--- src/rtl/tbs_pkg.sv ---
// tbs_pkg: shared constants, types and helper functions of the tag bitmap set.
// No dependencies; used by the interfaces, the map memory and the top level.
package tbs_pkg;

  // geometry of the membership map
  localparam int unsigned MAP_BYTES = 32;
  localparam int unsigned TAG_W     = 8;
  localparam int unsigned WORD_W    = 32;
  localparam int unsigned BIT_W     = 5;
  localparam int unsigned WSEL_W    = TAG_W - BIT_W;
  localparam int unsigned CNT_W     = 9;
  localparam int unsigned EFF_BYTES = (MAP_BYTES < 32) ? MAP_BYTES : 32;
  localparam int unsigned NUM_WORDS = (EFF_BYTES * 8 + WORD_W - 1) / WORD_W;
  localparam int unsigned WADDR_W   = (NUM_WORDS > 1) ? $clog2(NUM_WORDS) : 1;

  // fixed limits of the tag space
  localparam logic [TAG_W-1:0]  TAG_MAX   = 8'd255;
  localparam logic [WSEL_W-1:0] LAST_WORD = 3'd7;
  localparam logic [BIT_W-1:0]  LAST_BIT  = 5'd31;
  localparam logic [CNT_W-1:0]  CNT_FULL  = 9'd256;

  typedef enum logic [2:0] {
    OP_ADD    = 3'd0,
    OP_DELETE = 3'd1,
    OP_FIND   = 3'd2,
    OP_NEXT   = 3'd3,
    OP_PREV   = 3'd4,
    OP_FIRST  = 3'd5,
    OP_LAST   = 3'd6
  } op_e;

  typedef struct packed {
    logic               en;
    logic [WADDR_W-1:0] addr;
  } tbs_rd_t;

  typedef struct packed {
    logic               en;
    logic [WADDR_W-1:0] addr;
    logic [WORD_W-1:0]  data;
  } tbs_wr_t;

  // index of the lowest set bit, zero when none
  function automatic logic [BIT_W-1:0] lowest_set(input logic [WORD_W-1:0] w);
    logic [BIT_W-1:0] idx;
    idx = '0;
    for (int i = WORD_W - 1; i >= 0; i--) begin
      if (w[i]) idx = BIT_W'(i);
    end
    return idx;
  endfunction

  // index of the highest set bit, zero when none
  function automatic logic [BIT_W-1:0] highest_set(input logic [WORD_W-1:0] w);
    logic [BIT_W-1:0] idx;
    idx = '0;
    for (int i = 0; i < WORD_W; i++) begin
      if (w[i]) idx = BIT_W'(i);
    end
    return idx;
  endfunction

endpackage

--- src/rtl/tbs_if.sv ---
// tbs_req_if and tbs_rsp_if: valid/ready channels of the tag bitmap set.
// Depends on tbs_pkg for field widths.
interface tbs_req_if;
  import tbs_pkg::*;
  logic              valid;
  logic              ready;
  logic [2:0]        operation;
  logic [TAG_W-1:0]  tag;
  modport source (output valid, output operation, output tag, input ready);
  modport sink   (input valid, input operation, input tag, output ready);
endinterface

interface tbs_rsp_if;
  import tbs_pkg::*;
  logic              valid;
  logic              ready;
  logic              found;
  logic [TAG_W-1:0]  tag_out;
  logic [CNT_W-1:0]  tag_count;
  modport source (output valid, output found, output tag_out, output tag_count, input ready);
  modport sink   (input valid, input found, input tag_out, input tag_count, output ready);
endinterface

--- src/rtl/tbs_map_mem.sv ---
// tbs_map_mem: word memory of the membership map, registered read.
// Per-row valid bits make unwritten rows read as zero after reset. Uses tbs_pkg.
module tbs_map_mem (
  input  logic                    clk_i,
  input  logic                    rst_ni,
  input  tbs_pkg::tbs_rd_t        rd_i,
  input  tbs_pkg::tbs_wr_t        wr_i,
  output logic [tbs_pkg::WORD_W-1:0] rd_data_o
);
  import tbs_pkg::*;

  logic [WORD_W-1:0]    mem [NUM_WORDS];
  logic [NUM_WORDS-1:0] row_vld_q;
  logic [WORD_W-1:0]    rdata_q;
  logic                 rd_vld_q;

  // storage array and read data register
  always_ff @(posedge clk_i) begin
    if (wr_i.en) begin
      mem[wr_i.addr] <= wr_i.data;
    end
    if (rd_i.en) begin
      rdata_q <= mem[rd_i.addr];
    end
  end

  // row valid bits, cleared at reset
  always_ff @(posedge clk_i or negedge rst_ni) begin
    if (!rst_ni) begin
      row_vld_q <= '0;
      rd_vld_q  <= 1'b0;
    end else begin
      if (wr_i.en) begin
        row_vld_q[wr_i.addr] <= 1'b1;
      end
      if (rd_i.en) begin
        rd_vld_q <= row_vld_q[rd_i.addr];
      end
    end
  end

  assign rd_data_o = rdata_q & {WORD_W{rd_vld_q}};

endmodule

--- src/rtl/tag_bitmap_set_search.sv ---
// tag_bitmap_set_search: 256-tag membership set with add/delete/find/next/prev/first/last.
// Add, delete and find read one map word, then register the result;
// searches read and test one 32-bit map word per cycle unless the result is stalled.
// Throughput: one item at a time; the next input is taken once the result is registered.
// Reset clears the map valid bits and count directly; no clearing sweep.
// Depends on tbs_pkg, tbs_if and tbs_map_mem.
module tag_bitmap_set_search (
  input  logic        clk_i,
  input  logic        rst_ni,
  tbs_req_if.sink     req_i,
  tbs_rsp_if.source   rsp_o
);
  import tbs_pkg::*;

  typedef enum logic [1:0] {ST_IDLE, ST_MOD, ST_SCAN} state_e;

  state_e            state_q;
  op_e               op_q;
  logic [TAG_W-1:0]  tag_q;
  logic [WSEL_W-1:0] cur_q;
  logic [BIT_W-1:0]  bnd_q;
  logic              up_q;
  logic              first_q;
  logic              none_q;
  logic [CNT_W-1:0]  count_q;
  logic              out_vld_q;
  logic              out_found_q;
  logic [TAG_W-1:0]  out_tag_q;
  logic [CNT_W-1:0]  out_cnt_q;

  logic              accept;
  logic              out_free;
  logic              out_load;
  op_e               op_in;
  logic [CNT_W-1:0]  nxt_tag;
  logic [TAG_W-1:0]  prv_tag;
  logic [WSEL_W-1:0] st_cur;
  logic [BIT_W-1:0]  st_bnd;
  logic              st_up;
  logic              st_none;
  logic              st_scan;
  logic [WORD_W-1:0] mem_rdata;
  logic [WORD_W-1:0] word;
  logic              cur_in_rng;
  logic              bit_set;
  logic              in_map;
  logic [WORD_W-1:0] bit_mask;
  logic [CNT_W-1:0]  count_d;
  logic              mod_found;
  logic [WORD_W-1:0] rng_mask;
  logic [WORD_W-1:0] masked;
  logic              hit;
  logic              at_end;
  logic              scan_done;
  logic              scan_adv;
  logic [WSEL_W-1:0] cur_nxt;
  logic [WSEL_W-1:0] rd_word;
  logic [TAG_W-1:0]  hit_tag;
  tbs_rd_t           rd_req;
  tbs_wr_t           wr_req;

  assign op_in    = op_e'(req_i.operation);
  assign accept   = req_i.valid && req_i.ready;
  assign out_free = !out_vld_q || rsp_o.ready;

  assign req_i.ready     = (state_q == ST_IDLE);
  assign rsp_o.valid     = out_vld_q;
  assign rsp_o.found     = out_found_q;
  assign rsp_o.tag_out   = out_tag_q;
  assign rsp_o.tag_count = out_cnt_q;

  // decode of the start word and bound for an incoming item
  assign nxt_tag = {1'b0, req_i.tag} + CNT_W'(1);
  assign prv_tag = req_i.tag - TAG_W'(1);

  always_comb begin
    st_cur  = req_i.tag[TAG_W-1:BIT_W];
    st_bnd  = req_i.tag[BIT_W-1:0];
    st_up   = 1'b1;
    st_none = 1'b0;
    st_scan = 1'b0;
    unique case (op_in)
      OP_NEXT: begin
        st_cur  = nxt_tag[TAG_W-1:BIT_W];
        st_bnd  = nxt_tag[BIT_W-1:0];
        st_none = nxt_tag[TAG_W];
        st_scan = 1'b1;
      end
      OP_PREV: begin
        st_cur  = prv_tag[TAG_W-1:BIT_W];
        st_bnd  = prv_tag[BIT_W-1:0];
        st_up   = 1'b0;
        st_none = (req_i.tag == '0);
        st_scan = 1'b1;
      end
      OP_FIRST: begin
        st_cur  = '0;
        st_bnd  = '0;
        st_scan = 1'b1;
      end
      OP_LAST: begin
        st_cur  = LAST_WORD;
        st_bnd  = LAST_BIT;
        st_up   = 1'b0;
        st_scan = 1'b1;
      end
      default: begin
        st_scan = 1'b0;
      end
    endcase
  end

  // current word, zero where the map has no storage
  assign cur_in_rng = {1'b0, cur_q} < (WSEL_W + 1)'(NUM_WORDS);
  assign word       = mem_rdata & {WORD_W{cur_in_rng}};

  // read-modify-write of one bit
  assign bit_set  = word[tag_q[BIT_W-1:0]];
  assign in_map   = {3'b000, tag_q[TAG_W-1:3]} < TAG_W'(MAP_BYTES);
  assign bit_mask = WORD_W'(1) << tag_q[BIT_W-1:0];

  always_comb begin
    count_d     = count_q;
    mod_found   = 1'b0;
    wr_req.en   = 1'b0;
    wr_req.addr = cur_q[WADDR_W-1:0];
    wr_req.data = word;
    unique case (op_q)
      OP_ADD: begin
        mod_found = bit_set;
        if (in_map && !bit_set) begin
          wr_req.en   = (state_q == ST_MOD) && out_free;
          wr_req.data = word | bit_mask;
          if (count_q < CNT_FULL) count_d = count_q + CNT_W'(1);
        end
      end
      OP_DELETE: begin
        mod_found = bit_set;
        if (bit_set) begin
          wr_req.en   = (state_q == ST_MOD) && out_free;
          wr_req.data = word & ~bit_mask;
          if (count_q != '0) count_d = count_q - CNT_W'(1);
        end
      end
      OP_FIND: begin
        mod_found = bit_set;
      end
      default: begin
        mod_found = 1'b0;
      end
    endcase
  end

  // scan step over one word
  always_comb begin
    rng_mask = '1;
    if (first_q) begin
      rng_mask = up_q ? ({WORD_W{1'b1}} << bnd_q) : ({WORD_W{1'b1}} >> (LAST_BIT - bnd_q));
    end
  end

  assign masked    = word & rng_mask;
  assign hit       = (|masked) && !none_q;
  assign at_end    = up_q ? (cur_q == LAST_WORD) : (cur_q == '0);
  assign scan_done = hit || at_end || none_q;
  assign scan_adv  = (state_q == ST_SCAN) && out_free && !scan_done;
  assign cur_nxt   = up_q ? (cur_q + WSEL_W'(1)) : (cur_q - WSEL_W'(1));
  assign hit_tag   = {cur_q, (up_q ? lowest_set(masked) : highest_set(masked))};

  // a result is registered when the current item completes
  assign out_load = out_free &&
                    ((state_q == ST_MOD) || ((state_q == ST_SCAN) && scan_done));

  // map word read port
  assign rd_word     = accept ? st_cur : cur_nxt;
  assign rd_req.en   = (accept || scan_adv) && ({1'b0, rd_word} < (WSEL_W + 1)'(NUM_WORDS));
  assign rd_req.addr = rd_word[WADDR_W-1:0];

  tbs_map_mem u_map_mem (
    .clk_i     (clk_i),
    .rst_ni    (rst_ni),
    .rd_i      (rd_req),
    .wr_i      (wr_req),
    .rd_data_o (mem_rdata)
  );

  // control state machine and result register
  always_ff @(posedge clk_i or negedge rst_ni) begin
    if (!rst_ni) begin
      state_q     <= ST_IDLE;
      op_q        <= OP_ADD;
      tag_q       <= '0;
      cur_q       <= '0;
      bnd_q       <= '0;
      up_q        <= 1'b1;
      first_q     <= 1'b0;
      none_q      <= 1'b0;
      count_q     <= '0;
      out_vld_q   <= 1'b0;
      out_found_q <= 1'b0;
      out_tag_q   <= '0;
      out_cnt_q   <= '0;
    end else begin
      // result valid: set on a new result, cleared on a transfer
      if (out_load) begin
        out_vld_q <= 1'b1;
      end else if (rsp_o.ready) begin
        out_vld_q <= 1'b0;
      end
      unique case (state_q)
        ST_IDLE: begin
          if (accept) begin
            op_q    <= op_in;
            tag_q   <= req_i.tag;
            cur_q   <= st_cur;
            bnd_q   <= st_bnd;
            up_q    <= st_up;
            none_q  <= st_none;
            first_q <= 1'b1;
            state_q <= st_scan ? ST_SCAN : ST_MOD;
          end
        end
        ST_MOD: begin
          if (out_free) begin
            count_q     <= count_d;
            out_found_q <= mod_found;
            out_tag_q   <= tag_q;
            out_cnt_q   <= count_d;
            state_q     <= ST_IDLE;
          end
        end
        ST_SCAN: begin
          if (out_free) begin
            if (scan_done) begin
              out_found_q <= hit;
              out_tag_q   <= hit ? hit_tag : '0;
              out_cnt_q   <= count_q;
              state_q     <= ST_IDLE;
            end else begin
              cur_q   <= cur_nxt;
              first_q <= 1'b0;
            end
          end
        end
        default: begin
          state_q <= ST_IDLE;
        end
      endcase
    end
  end

endmodule

--- src/flat_wrapper.sv ---
// flat-port wrapper written by rule: the top's interface ports become plain ports
module tag_bitmap_set_search_flat import tbs_pkg::*;
  (clk_i, rst_ni, req_i_valid, req_i_operation, req_i_tag, req_i_ready, rsp_o_valid, rsp_o_found, rsp_o_tag_out, rsp_o_tag_count, rsp_o_ready);
  tbs_req_if req_i_i ();
  tbs_rsp_if rsp_o_i ();
  input  logic clk_i;
  input  logic rst_ni;
  input wire logic [$bits(req_i_i.valid)-1:0] req_i_valid;
  input wire logic [$bits(req_i_i.operation)-1:0] req_i_operation;
  input wire logic [$bits(req_i_i.tag)-1:0] req_i_tag;
  output wire logic [$bits(req_i_i.ready)-1:0] req_i_ready;
  output wire logic [$bits(rsp_o_i.valid)-1:0] rsp_o_valid;
  output wire logic [$bits(rsp_o_i.found)-1:0] rsp_o_found;
  output wire logic [$bits(rsp_o_i.tag_out)-1:0] rsp_o_tag_out;
  output wire logic [$bits(rsp_o_i.tag_count)-1:0] rsp_o_tag_count;
  input wire logic [$bits(rsp_o_i.ready)-1:0] rsp_o_ready;
  assign req_i_i.valid = req_i_valid;
  assign req_i_i.operation = req_i_operation;
  assign req_i_i.tag = req_i_tag;
  assign req_i_ready = req_i_i.ready;
  assign rsp_o_valid = rsp_o_i.valid;
  assign rsp_o_found = rsp_o_i.found;
  assign rsp_o_tag_out = rsp_o_i.tag_out;
  assign rsp_o_tag_count = rsp_o_i.tag_count;
  assign rsp_o_i.ready = rsp_o_ready;
  tag_bitmap_set_search u_core (.clk_i(clk_i), .rst_ni(rst_ni), .req_i(req_i_i), .rsp_o(rsp_o_i));
endmodule
--- config.mk ---
export PLATFORM = sky130hd
export DESIGN_NAME = tag_bitmap_set_search_flat
export DESIGN_NICKNAME = d
export VERILOG_FILES = /design/src/rtl/tbs_pkg.sv /design/src/rtl/tbs_if.sv /design/src/rtl/tbs_map_mem.sv /design/src/rtl/tag_bitmap_set_search.sv /design/src/flat_wrapper.sv
export SDC_FILE = /design/constraint.sdc
export NUM_CORES = 1
export LEC_CHECK = 0
export BUFFER_PORTS_ARGS = -buffer_cell sky130_fd_sc_hd__buf_4
export CORE_MARGIN = 2
export CORE_UTILIZATION = 45
export CTS_CLUSTER_DIAMETER = 150
export DETAILED_ROUTE_END_ITERATION = 6
export GPL_TIMING_DRIVEN = 0
export HOLD_SLACK_MARGIN = 0.08
export PLACE_DENSITY_LB_ADDON = 0.08
export SYNTH_ARGS = -nofsm -noshare
export SYNTH_HDL_FRONTEND = slang
export SYNTH_HIERARCHICAL = 1
export SYNTH_SLANG_ARGS = --single-unit
--- constraint.sdc ---
create_clock -name clk_i -period 5.15 [get_ports clk_i]
set_clock_uncertainty 0.05 [all_clocks]
set_input_delay 0.515 -clock clk_i [delete_from_list [all_inputs] [get_ports clk_i]]
set_output_delay 0.515 -clock clk_i [all_outputs]
set_load 0.01 [all_outputs]
Word level (Yosys, flattened, before mapping)

Memories as Yosys holds them, arrays and structs flattened. A register that Yosys moved wholly into a read port is not among the register bits.
Index checks and enable logic that the tools add are counted.

Output and inout port bits: 20
Memories: 1
Memory bits (writable): 256
Register bits after elaboration: 61

Memories:

| memory               | words | width | rd ports | clocked after Yosys merged registers in | write ports | line              | text |
|---|---|---|---|---|---|---|---|
| u_core.u_map_mem.mem | 8     | 32    | 1        | 1                                       | 1           | tbs_map_mem.sv:12 | `logic [WORD_W-1:0] mem [NUM_WORDS];` |

Shift operators: 3
Equal/unequal tests: 14
Muxes and demuxes: 123
Magnitude comparators: 5
Bitwise logic cells: 6
Add/sub/neg operators: 7
Reduce and logical (&&, ||, !) cells: 33

Operators by type and width:

| kind                  | count |
|---|---|
| $mux 5                | 49 |
| $mux 32               | 4 |
| $and 32x32->32        | 3 |
| $pmux 32 s2           | 1 |
| $mux 9                | 7 |
| $pmux 9 s2            | 2 |
| $mux 4                | 8 |
| $mux 8                | 4 |
| $not 32->32           | 1 |
| $or 32x32->32         | 1 |
| $reduce_or 32->1      | 1 |
| $shl 1x5->32 const A  | 1 |
| $shl 32x5->32 const A | 1 |
| $shr 32x5->32 const A | 1 |
| $mux 3                | 9 |
| $mux 1                | 20 |
| $pmux 5 s4            | 1 |
| $pmux 8 s2            | 1 |
| $mux 2                | 7 |
| $eq 3x3->1 const B    | 4 |
| $pmux 3 s4            | 1 |
| $reduce_and 4->1      | 3 |
| $add 8x1->9 const B   | 1 |
| $add 9x1->9 const B   | 1 |
| other kinds (34)      | 59 |

Depth between registers and ports, before layout

Gate-level depths: netlist of run 1.

Depth after elaboration: 42
Mapped depth: 13
Mapped depth without buffers: 10

Cells and area by module

Netlist of run 1, hierarchy kept.

Modules (own cells, without submodules):

| module                | seq. area each (µm²) | times used | area an instance (µm²) | cells each |
|---|---|---|---|---|
| tbs_map_mem           | 8,873.5              | 1          | 11,309.6               | 475 |
| tag_bitmap_set_search | 1,302.5              | 1          | 5,894.4                | 773 |

Worst setup path after synthesis of run 1

Ideal clock, no wire load.

Kind: register to register
Start point: reg u_core.tag_q[1]
End point: mem u_core.u_map_mem.mem[1][0] (enable)
Period minus slack after synthesis: 5,283 ps
Cell stages (with the launch flop): 12
Data required time: 4,638 ps
Arrival: 4,770 ps
Slack: -133 ps
Path buffers: 3
Path through: dfrtp_1 > clkbuf_1 > buf_1 > mux4_2 > mux2i_1 > a2bb2oi_1 > and2_1 > clkbuf_1 > xor2_1 > and3_1 > nand2_1 > nor3_1

RTL lines:

| element                | line                         | text |
|---|---|---|
| from (decl)            | tag_bitmap_set_search.sv:19  | `logic [TAG_W-1:0] tag_q;` |
| from (signal assigned) | tag_bitmap_set_search.sv:214 | `tag_q <= req_i.tag;` |
| to (decl)              | tbs_map_mem.sv:12            |  |

==> results.json, run 1 <==
{
  "crit_arrival_ns": 5.01,
  "remaining_drc_errors": 0,
  "required_ns": 5.36,
  "synthArstFlopShare": 0.175,
  "cts-root-buf": "clkbuf_16",
  "drive_gt1_frac": 0.207,
  "clockBufferDepth": 3,
  "cts_tree": "done",
  "die_w_um": 200,
  "vdd_drop_max_mv": 0.315,
  "synth.top_cell.area_share": 0.503,
  "yosysWarnings": 6,
  "total_power_mw": 12.1,
  "num_antenna_cells": 0,
  "outcome": "finished, final reports clean",
  "slew_headroom": 0.214,
  "p_leak_nw": 6.94,
  "yosysSeqAreaShare": 0.591,
  "final.min_clock_period_ns": 4.80,
  "synth.distinct_cells": 91,
  "viasPerCell": 6.02,
  "antenna_found_initial": 0,
  "critPathCaptureType": "flip-flop",
  "num_rows": 71,
  "clock-sinks": 349,
  "syn_nets": 1269,
  "num_vias": 11300,
  "drt_iter0_markers": 874,
  "grt_max_degree": 62,
  "htree_num_levels": 2,
  "rsz0062_at_grt": "no",
  "area_growth_pct": 15.0,
  "io_pins": 35,
  "synth_area_leaders": "edfxtp_1, dfrtp_1, mux4_2",
  "worstPathMaxFanout": 15,
  "hold_viol": 0,
  "min_path_type": "primary input to flip-flop",
  "yosysMostFrequentCell": "edfxtp_1",
  "fillCellCount": 3216,
  "power.density_mw_per_mm2": 612,
  "core_area_mm2": 0.0377,
  "synth_flop_cell": "edfxtp_1",
  "tightest_slew_ns": 1.18,
  "grt_pass1_vias": 11100,
  "drv_cap": 0,
  "port_buffers": 28,
  "start_util": 0.457,
  "drtPass1Iterations": 7,
  "maxSlewViolCount": 0,
  "hpwl_um": 32400,
  "synth_area_mm2": 0.0172,
  "clock_latency_ns": 0.56,
  "die_height_um": 200,
  "grt_pass1_wl_um": 70000,
  "final_nets": 1360,
  "clk_pin_slew_ns": 0.06,
  "die_area_mm2": 0.0398,
  "grtUsageTotal": 0.243,
  "crit_type": "flip-flop to flip-flop",
  "yosys.area.top_type": "edfxtp_1",
  "gr-total-overflow": 0,
  "cp-start-kind": "flip-flop",
  "final-setup-viol-count": 0,
  "ant_nets": 0,
  "max_freq_ghz": 0.208,
  "synth_common_cells": "edfxtp_1, nand2_1, a21oi_1",
  "gp_congestion": 0.944,
  "cts_buffers": 39,
  "synth-seq-cells": 349,
  "postSynthAreaPerCell_um2": 13.8,
  "hold_ws_ns": 0.256,
  "synthCells": 1248,
  "drt-total-wl_um": 47100,
  "synth-edff-count": 288,
  "wl_per_cell_um": 25.1,
  "post-route-period-util": 0.932
}
-- cells in the final DEF (no fill, tap or decap), types with 10 or more instances in the layout --
| cell | instances |
|---|---|
| a21oi_1 | 67 |
| a22o_1 | 19 |
| a31oi_1 | 13 |
| and2_1 | 43 |
| and3_1 | 15 |
| buf_12 | 15 |
| buf_2 | 10 |
| buf_4 | 40 |
| clkbuf_1 | 59 |
| clkbuf_16 | 39 |
| dfrtp_1 | 60 |
| edfxtp_1 | 288 |
| inv_1 | 23 |
| mux2_2 | 21 |
| mux2_4 | 22 |
| mux2i_1 | 11 |
| mux4_1 | 11 |
| mux4_2 | 62 |
| nand2_1 | 98 |
| nand2b_1 | 17 |
| nand3_1 | 22 |
| nor2_1 | 54 |
| nor3_1 | 24 |
| nor4_1 | 11 |
| o211ai_1 | 16 |
| o21ai_0 | 56 |
| or2_2 | 11 |
| xor2_1 | 10 |
-- layout make-up --
class / instances / area (µm²) / area share
buffer: 89 / 487 / 0.0246
clock buffer: 44 / 995 / 0.0503
clock inverter: 26 / 285 / 0.0144
inverter: 23 / 86.3 / 0.00436
multi-input combinational: 787 / 6530 / 0.330
sequential: 349 / 10200 / 0.514
tap: 511 / 639 / 0.0323
timing repair buffer: 50 / 596 / 0.0301
-- metrics by stage --
step | setup WS, ns | std cells | utilization | area [µm²] | TNS, ns
after floorplan | 0.736 | 1248 | - | 17200 | 0
after global placement | -2.37 | 1787 | 0.480 | 18100 | -565.85
after detailed placement | -0.0219 | 1798 | 0.487 | 18400 | -0.420
after CTS | 0.00296 | 1872 | 0.523 | 19700 | 0
after global routing | 0.146 | 1879 | 0.525 | 19800 | 0
final | 0.349 | 1879 | 0.525 | 19800 | 0
-- power breakdown --
group | switching [mW] | total, mW | internal, mW
registers | 0.206 | 3.85 | 3.64
clock network | 1.13 | 2.78 | 1.65
logic | 3.12 | 5.48 | 2.36
total | 4.46 | 12.1 | 7.66
-- cell families after synthesis --
group | synth area share
AND/OR/NAND/NOR | 0.101
AO/OA/AOI/OAI | 0.119
multiplexers | 0.141
adder cells (fa/ha/maj) | 0.00480
buffers and inverters | 0.0332
flip-flops | 0.591
XOR/XNOR | 0.00967
-- sequential cells by signal, summed over array words and instances, names as in the netlist --
register                    flops
u_core/none_q                   1
u_core/u_map_mem/row_vld_q      8
u_core/up_q                     1
u_core/u_map_mem/rd_vld_q       1
u_core/cur_q                    3
u_core/rsp_o.valid              1
u_core/rsp_o.tag_out            8
u_core/u_map_mem/rdata_q       32
u_core/u_map_mem/mem          256
u_core/rsp_o.tag_count          9
u_core/op_q                     3
u_core/count_q                  9
u_core/bnd_q                    5
u_core/tag_q                    8
u_core/first_q                  1
u_core/state_q                  2
u_core/rsp_o.found              1
-- per-layer routing --
layer	wire length, µm	global-route usage
met5	0	0
met4	1810	0.107
met1	20300	0.333
met3	2630	0.0299
met2	22400	0.390
-- repair_timing --
action / 4_1_cts / 5_1_grt
hold buffers: 1 / 0
pin swaps: 4 / 5
hold endpoints to repair: 60 / 0
setup buffers: 3 / 7
resized for setup: 0 / 1
setup endpoints to repair: 50 / 134
-- worst paths after layout --
kind,to,depth (start not counted),slack [ns],from
max in group asynchronous,u_core/u_map_mem/row_vld_q[3],2,3.99,rst_ni
min reg2reg,u_core/u_map_mem/row_vld_q[4],1,0.42,u_core/u_map_mem/row_vld_q[4]
min in group asynchronous,u_core/tag_q[3],2,0.54,rst_ni
max reg2reg,u_core/u_map_mem/mem[0][20],12,0.35,u_core/tag_q[1]
max,u_core/u_map_mem/mem[0][20],12,0.35,u_core/tag_q[1]
min,u_core/state_q[1],3,0.26,req_i_valid
-- worst max-delay path: stages, from the launching register on --
cell       delay (ns)
dfrtp_1          0.39
clkbuf_1         0.53
clkbuf_2         0.42
mux4_2           0.37
mux2i_1          0.33
a2bb2oi_1        0.43
and2_1           0.18
clkbuf_1         0.30
xor2_1           0.17
and3_1           0.23
nand2b_1         0.27
nor3_4           0.56
buf_8            0.27
No activity file was read; power rests on OpenSTA's default activity.
==> run 2, diff against run 1 <==
--- a/config.mk
+++ b/config.mk
@@ -5,6 +5,7 @@
 export SDC_FILE = /design/constraint.sdc
 export NUM_CORES = 1
 export LEC_CHECK = 0
+export ABC_AREA = 1
 export BUFFER_PORTS_ARGS = -buffer_cell sky130_fd_sc_hd__buf_4
 export CORE_MARGIN = 2
 export CORE_UTILIZATION = 45
==> run 2 against run 1 <==
The run now ends with DRC left. Combinational power up 14%. Sequential cell count unchanged. Final cell count up 29%. Sequential share of layout area up 0.85 points. Fmax down 2.0%. Highest routed layer unchanged. First-iteration DRC count up 42%.
==> results.json, run 2 <==
{
  "final_nets": 1913,
  "wl_per_cell_um": 21.5,
  "final-setup-viol-count": 0,
  "drt-total-wl_um": 52100,
  "drv_cap": 0,
  "drive_gt1_frac": 0.0964,
  "synthMuxAreaShare": 0,
  "postSynthAreaPerCell_um2": 9.46,
  "synth_fa_ha_area_frac": 0.00483,
  "clk_pin_slew_ns": 0.06,
  "synth-seq-cells": 349,
  "final_cell_area_mm2": 0.0195,
  "utilization": 0.519,
  "clock-sinks": 349,
  "yosys.area.top_type": "edfxtp_1",
  "drtPass1Iterations": 7,
  "total_power_mw": 13.0,
  "post-route-period-util": 0.952,
  "slew_headroom": 0.306,
  "hpwl_um": 38000,
  "synth_area_mm2": 0.0171,
  "synth_xor_area_frac": 0.00461,
  "hold_start": "req_i_operation[1]",
  "start_util": 0.456,
  "maxSlewViolCount": 0,
  "max_freq_ghz": 0.204,
  "clock_latency_ns": 0.55,
  "worstPathMaxFanout": 20,
  "drt_iter0_markers": 1245,
  "crit_arrival_ns": 5.10,
  "synthCells": 1806,
  "yosysWarnings": 6,
  "grt_pass1_wl_um": 78700,
  "rsz0062_at_grt": "no",
  "final.min_clock_period_ns": 4.90,
  "critPathCaptureType": "flip-flop",
  "grt_max_degree": 62,
  "yosysMostFrequentCell": "nand2_1",
  "min_path_type": "primary input to flip-flop",
  "largest_reg_flops": 256,
  "viasPerCell": 5.56,
  "synth-edff-count": 288,
  "die_w_um": 199,
  "crit_type": "flip-flop to flip-flop",
  "synthSimpleGateAreaFrac": 0.169,
  "ant_nets": 0,
  "gp_congestion": 0.974,
  "p_leak_nw": 7.62,
  "layout_common_cells": "nand2_1, edfxtp_1, nor2_1",
  "port_buffers": 33,
  "antenna_found_initial": 0,
  "die_height_um": 199,
  "synthArstFlopShare": 0.175,
  "clockBufferDepth": 3,
  "mostFrequentLayoutCell": "nand2_1",
  "required_ns": 5.35,
  "core_area_mm2": 0.0375,
  "outcome": "finished with violations",
  "synth_common_cells": "nand2_1, edfxtp_1, nor2_1",
  "fin_tns_setup_ns": 0,
  "reg_top3": "u_core/u_map_mem/mem x256, u_core/u_map_mem/rdata_q x32",
  "die_area_mm2": 0.0395,
  "post_cts_resized": 0,
  "violations": "DRC",
  "fillCellCount": 3536,
  "synth_compound_area_frac": 0.157,
  "num_vias": 13500,
  "cp-start-kind": "flip-flop",
  "place_area_mm2": 0.0182,
  "hold_viol": 0,
  "crit_start": "u_core/op_q[2]",
  "grtUsageTotal": 0.269,
  "cts_buffers": 39,
  "cts-root-buf": "clkbuf_16",
  "io_pins": 35,
  "regMostFlops": "u_core/u_map_mem/mem",
  "synth.top_cell.area_share": 0.506,
  "num_antenna_cells": 0,
  "num_rows": 71,
  "vdd_drop_max_mv": 0.364,
  "gr-total-overflow": 0,
  "cts_tree": "done",
  "r2r_start": "u_core/op_q[2]",
  "power.density_mw_per_mm2": 668,
  "remaining_drc_errors": 2,
  "synth_flop_cell": "edfxtp_1",
  "synth_top_family_by_area": "simple AND/OR/NAND/NOR gates",
  "synth_area_leaders": "edfxtp_1, dfrtp_1, nand2_1",
  "synth.distinct_cells": 60,
  "area_growth_pct": 14.0,
  "syn_nets": 1827,
  "htree_num_levels": 2,
  "tightest_slew_ns": 1.03,
  "grt_pass1_vias": 13100,
  "yosysSeqAreaShare": 0.596
}
run 2: power by group:
group	total [mW]	internal [mW]	switching, mW	leakage [nW]
Combinational	6.27	1.78	4.49	3.67
Sequential	4.13	3.92	0.215	3.38
Clock	2.60	1.51	1.10	0.573
Total	13.0	7.20	5.80	7.62
run 2: repair_timing:
action,4_1_cts,5_1_grt
hold buffers,1,0
hold endpoints to repair,60,0
setup buffers,0,2
endpoints found under the setup margin,0,30
run 2: cell families (layout without fill, tap and decap cells):
| group | after synthesis | in the layout |
|---|---|---|
| flops | 349 | 349 |
| fa+ha+maj | 6 | 6 |
| simple gates | 717 | 717 |
| compound gates | 468 | 468 |
| xor+xnor | 9 | 9 |
| buf+inv | 257 | 370 |
run 2: layer usage:
| metal | global-route usage | up-vias | share of wire |
|---|---|---|---|
| li1 | - | 6432 | - |
| met4 | 0.117 | 0 | 0.041 |
| met3 | 0.0395 | 106 | 0.057 |
| met5 | 0 | - | 0 |
| met2 | 0.440 | 436 | 0.47 |
| met1 | 0.359 | 6540 | 0.43 |
run 2: layout make-up:
class | instances | area, µm² | area share
Buffer | 92 | 539 | 0.0277
Clock buffer | 55 | 1080 | 0.0553
Clock inverter | 13 | 106 | 0.00546
Inverter | 165 | 627 | 0.0322
Multi-Input combinational cell | 1200 | 5810 | 0.299
Sequential cell | 349 | 10200 | 0.523
Tap cell | 511 | 639 | 0.0328
Timing Repair Buffer | 45 | 493 | 0.0253
run 2: final timing paths:
| kind | to | slack [ns] | cells past startpoint |
|---|---|---|---|
| min | u_core/op_q[1] | 0.17 | 3 |
| min in group asynchronous | u_core/rsp_o.tag_count[4] | 0.55 | 2 |
| max in group asynchronous | u_core/bnd_q[4] | 3.96 | 2 |
| max | u_core/u_map_mem/mem[4][10] | 0.25 | 10 |
| max reg2reg | u_core/u_map_mem/mem[4][10] | 0.25 | 10 |
| min reg2reg | u_core/u_map_mem/row_vld_q[2] | 0.41 | 2 |
run 2: metrics by stage:
stage	hold slack [ns]	setup slack, ns	instances
2_1_floorplan	0.169	1.15	1806
3_3_place_gp	0.397	-1.78	2350
3_5_place_dp	0.399	0.308	2359
4_1_cts	0.138	0.0805	2428
5_1_grt	0.162	0.0332	2430
6_report	0.167	0.249	2430
run 2: critical path, stage by stage, from the launching register on:
cell	delay (ns)
dfrtp_1	0.39
nor2_1	0.70
inv_1	0.34
nor2_1	0.48
clkbuf_1	0.46
buf_1	0.48
o21ai_0	0.18
a21oi_1	0.24
nand2_1	0.34
nor2_4	0.61
buf_12	0.26
==> run 3, diff against run 2 <==
--- a/config.mk
+++ b/config.mk
@@ -9,12 +9,11 @@
 export BUFFER_PORTS_ARGS = -buffer_cell sky130_fd_sc_hd__buf_4
 export CORE_MARGIN = 2
 export CORE_UTILIZATION = 45
-export CTS_CLUSTER_DIAMETER = 150
+export CTS_CLUSTER_DIAMETER = 80
 export DETAILED_ROUTE_END_ITERATION = 6
 export GPL_TIMING_DRIVEN = 0
 export HOLD_SLACK_MARGIN = 0.08
 export PLACE_DENSITY_LB_ADDON = 0.08
 export SYNTH_ARGS = -nofsm -noshare
 export SYNTH_HDL_FRONTEND = slang
-export SYNTH_HIERARCHICAL = 1
 export SYNTH_SLANG_ARGS = --single-unit
==> run 3 against run 2 <==
The run now ends clean. Sequential share of layout area increased by 0.78 points. Count of clock-buffer cells in the layout decreased by 4. Sequential cell count unchanged. Die area decreased by 1.6%. Synthesized cell count decreased by 2.4%. Worst hold slack improved by 0.024 ns. Synthesized area decreased by 1.6%. First-iteration DRC count increased by 7.5%. Fmax increased by 8.1%. Highest routed layer unchanged. Design area decreased by 1.5%. Non-clock buffer count decreased by 1. Worst setup slack improved by 0.37 ns.
==> results.json, run 3 <==
{
  "outcome": "finished, final reports clean",
  "yosys.area.top_type": "edfxtp_1",
  "yosysWarnings": 0,
  "min_path_type": "primary input to flip-flop",
  "htree_num_levels": 2,
  "postCtsSetupBuffers": 0,
  "grtUsageTotal": 0.266,
  "drv_cap": 0,
  "drt-total-wl_um": 51000,
  "synth_area_mm2": 0.0168,
  "seq_area_mm2": 0.0102,
  "post-route-period-util": 0.880,
  "final_nets": 1869,
  "dp.cells": 2273,
  "ant_nets": 0,
  "clock_latency_ns": 0.58,
  "num_rows": 70,
  "grt_pass1_wl_um": 77800,
  "place_area_mm2": 0.0179,
  "area_growth_pct": 14.2,
  "synthCells": 1763,
  "grt_max_degree": 62,
  "cts_hold_buf": 1,
  "synth-seq-cells": 349,
  "synth-edff-count": 288,
  "critPathCaptureType": "flip-flop",
  "gr-total-overflow": 0,
  "yosysMostFrequentCell": "nor2_1",
  "r2r_cells": 7,
  "start_util": 0.458,
  "clock-sinks": 349,
  "gp_congestion": 0.977,
  "mostFrequentLayoutCell": "nor2_1",
  "num_vias": 13400,
  "reg_top3": "u_core.u_map_mem.mem x256, u_core.u_map_mem.rdata_q x32",
  "clk_pin_slew_ns": 0.06,
  "syn_nets": 1784,
  "clockBufferDepth": 3,
  "postSynthAreaPerCell_um2": 9.53,
  "die_w_um": 197,
  "slew_headroom": 0.126,
  "cts_tree": "done",
  "maxSlewViolCount": 0,
  "final_cell_area_mm2": 0.0192,
  "drive_gt1_frac": 0.0895,
  "layout_common_cells": "nor2_1, edfxtp_1, nand2_1",
  "io_pins": 35,
  "final.min_clock_period_ns": 4.53,
  "synth.distinct_cells": 52,
  "synth_area_leaders": "edfxtp_1, dfrtp_1, nor2_1",
  "crit_arrival_ns": 4.71,
  "synth.top_cell.area_share": 0.515,
  "final_cells": 2346,
  "hold_viol": 0,
  "drt_iter0_markers": 1338,
  "hpwl_um": 37500,
  "die_height_um": 197,
  "max_freq_ghz": 0.221,
  "rsz0062_at_grt": "no",
  "wl_per_cell_um": 21.7,
  "yosysSeqAreaShare": 0.606,
  "drtPass1Iterations": 6,
  "die_area_mm2": 0.0389,
  "grt_pass1_vias": 12900,
  "crit_type": "flip-flop to flip-flop",
  "cts-root-buf": "clkbuf_16",
  "post_cts_resized": 0,
  "viasPerCell": 5.71,
  "regMostFlops": "u_core.u_map_mem.mem",
  "required_ns": 5.33,
  "hold_depth": 3,
  "antenna_found_initial": 1,
  "synth_flop_cell": "edfxtp_1",
  "synth_common_cells": "nor2_1, edfxtp_1, nand2_1",
  "core_area_mm2": 0.0367,
  "final-setup-viol-count": 0,
  "fillCellCount": 3420,
  "multi_input_area_mm2": 0.00577,
  "cts_buffers": 40,
  "largest_reg_flops": 256,
  "worstPathMaxFanout": 10,
  "remaining_drc_errors": 0,
  "hold_ws_ns": 0.191,
  "cp-start-kind": "flip-flop",
  "synthArstFlopShare": 0.175,
  "port_buffers": 34,
  "tightest_slew_ns": 1.30
}
run 3: changes by cell type after synthesis, sizes merged, moves of 15 or more:
cell	change
nand2	-89
nor2	+67
o21ai	-41
a31oi	+40
inv	-30
a21oi	+15
run 3: per-stage QoR:
step / util / setup TNS [ns] / setup slack [ns]
4_1_cts: 0.523 / 0 / 0.763
3_3_place_gp: 0.481 / -175.37 / -0.873
3_5_place_dp: 0.488 / 0 / 0.522
2_1_floorplan: - / 0 / 1.41
5_1_grt: 0.523 / 0 / 0.481
6_report: 0.523 / 0 / 0.616
run 3: final timing paths:
path,startpoint,to,slack (ns)
max in group asynchronous,rst_ni,u_core.rsp_o.tag_out[4],3.99
hold / removal,req_i_tag[1],u_core.tag_q[1],0.19
min in group asynchronous,rst_ni,u_core.u_map_mem.row_vld_q[7],0.52
setup / recovery,u_core.op_q[2],u_core.u_map_mem.mem[7][25],0.62
hold reg to reg,u_core.u_map_mem.row_vld_q[0],u_core.u_map_mem.row_vld_q[0],0.42
setup reg to reg,u_core.op_q[2],u_core.u_map_mem.mem[7][25],0.62
run 3: logic make-up (layout without fill, tap and decap cells):
logic type,Yosys count,count (layout),share of synthesized area
xor+xnor,8,8,0.00417
compound gates,475,475,0.163
simple gates,694,694,0.168
flops,349,349,0.606
other cells,0,1,0
buf+inv,231,345,0.0549
fa+ha+maj,6,6,0.00491
run 3: worst max-delay path, cell delays in order, from the launching register on:
cell      delay (ns)
dfrtp_1         0.39
nor2_1          0.77
inv_1           0.50
nor2_1          0.60
clkbuf_1        0.47
buf_1           0.45
a21oi_1         0.14
a41oi_1         0.81
run 3: final cells by class:
type	count	area share
flip-flops and latches	349	0.530
clock inverters	20	0.0108
well taps	468	0.0305
multi-input cells	1183	0.301
inverters	138	0.0271
clock buffers	51	0.0549
plain buffers	93	0.0211
diodes	1	0.000130
repair buffers	43	0.0245
run 3: routing by layer:
| layer | global-route usage | up-vias | share of wire |
|---|---|---|---|
| li1 | - | 6376 | - |
| met5 | 0 | - | 0 |
| met2 | 0.430 | 468 | 0.47 |
| met4 | 0.0763 | 0 | 0.020 |
| met1 | 0.379 | 6477 | 0.46 |
| met3 | 0.0335 | 68 | 0.058 |
Power of run 3 is not shown: default switching activity piles up to over one toggle a cycle in this logic, so the estimate is an artifact.
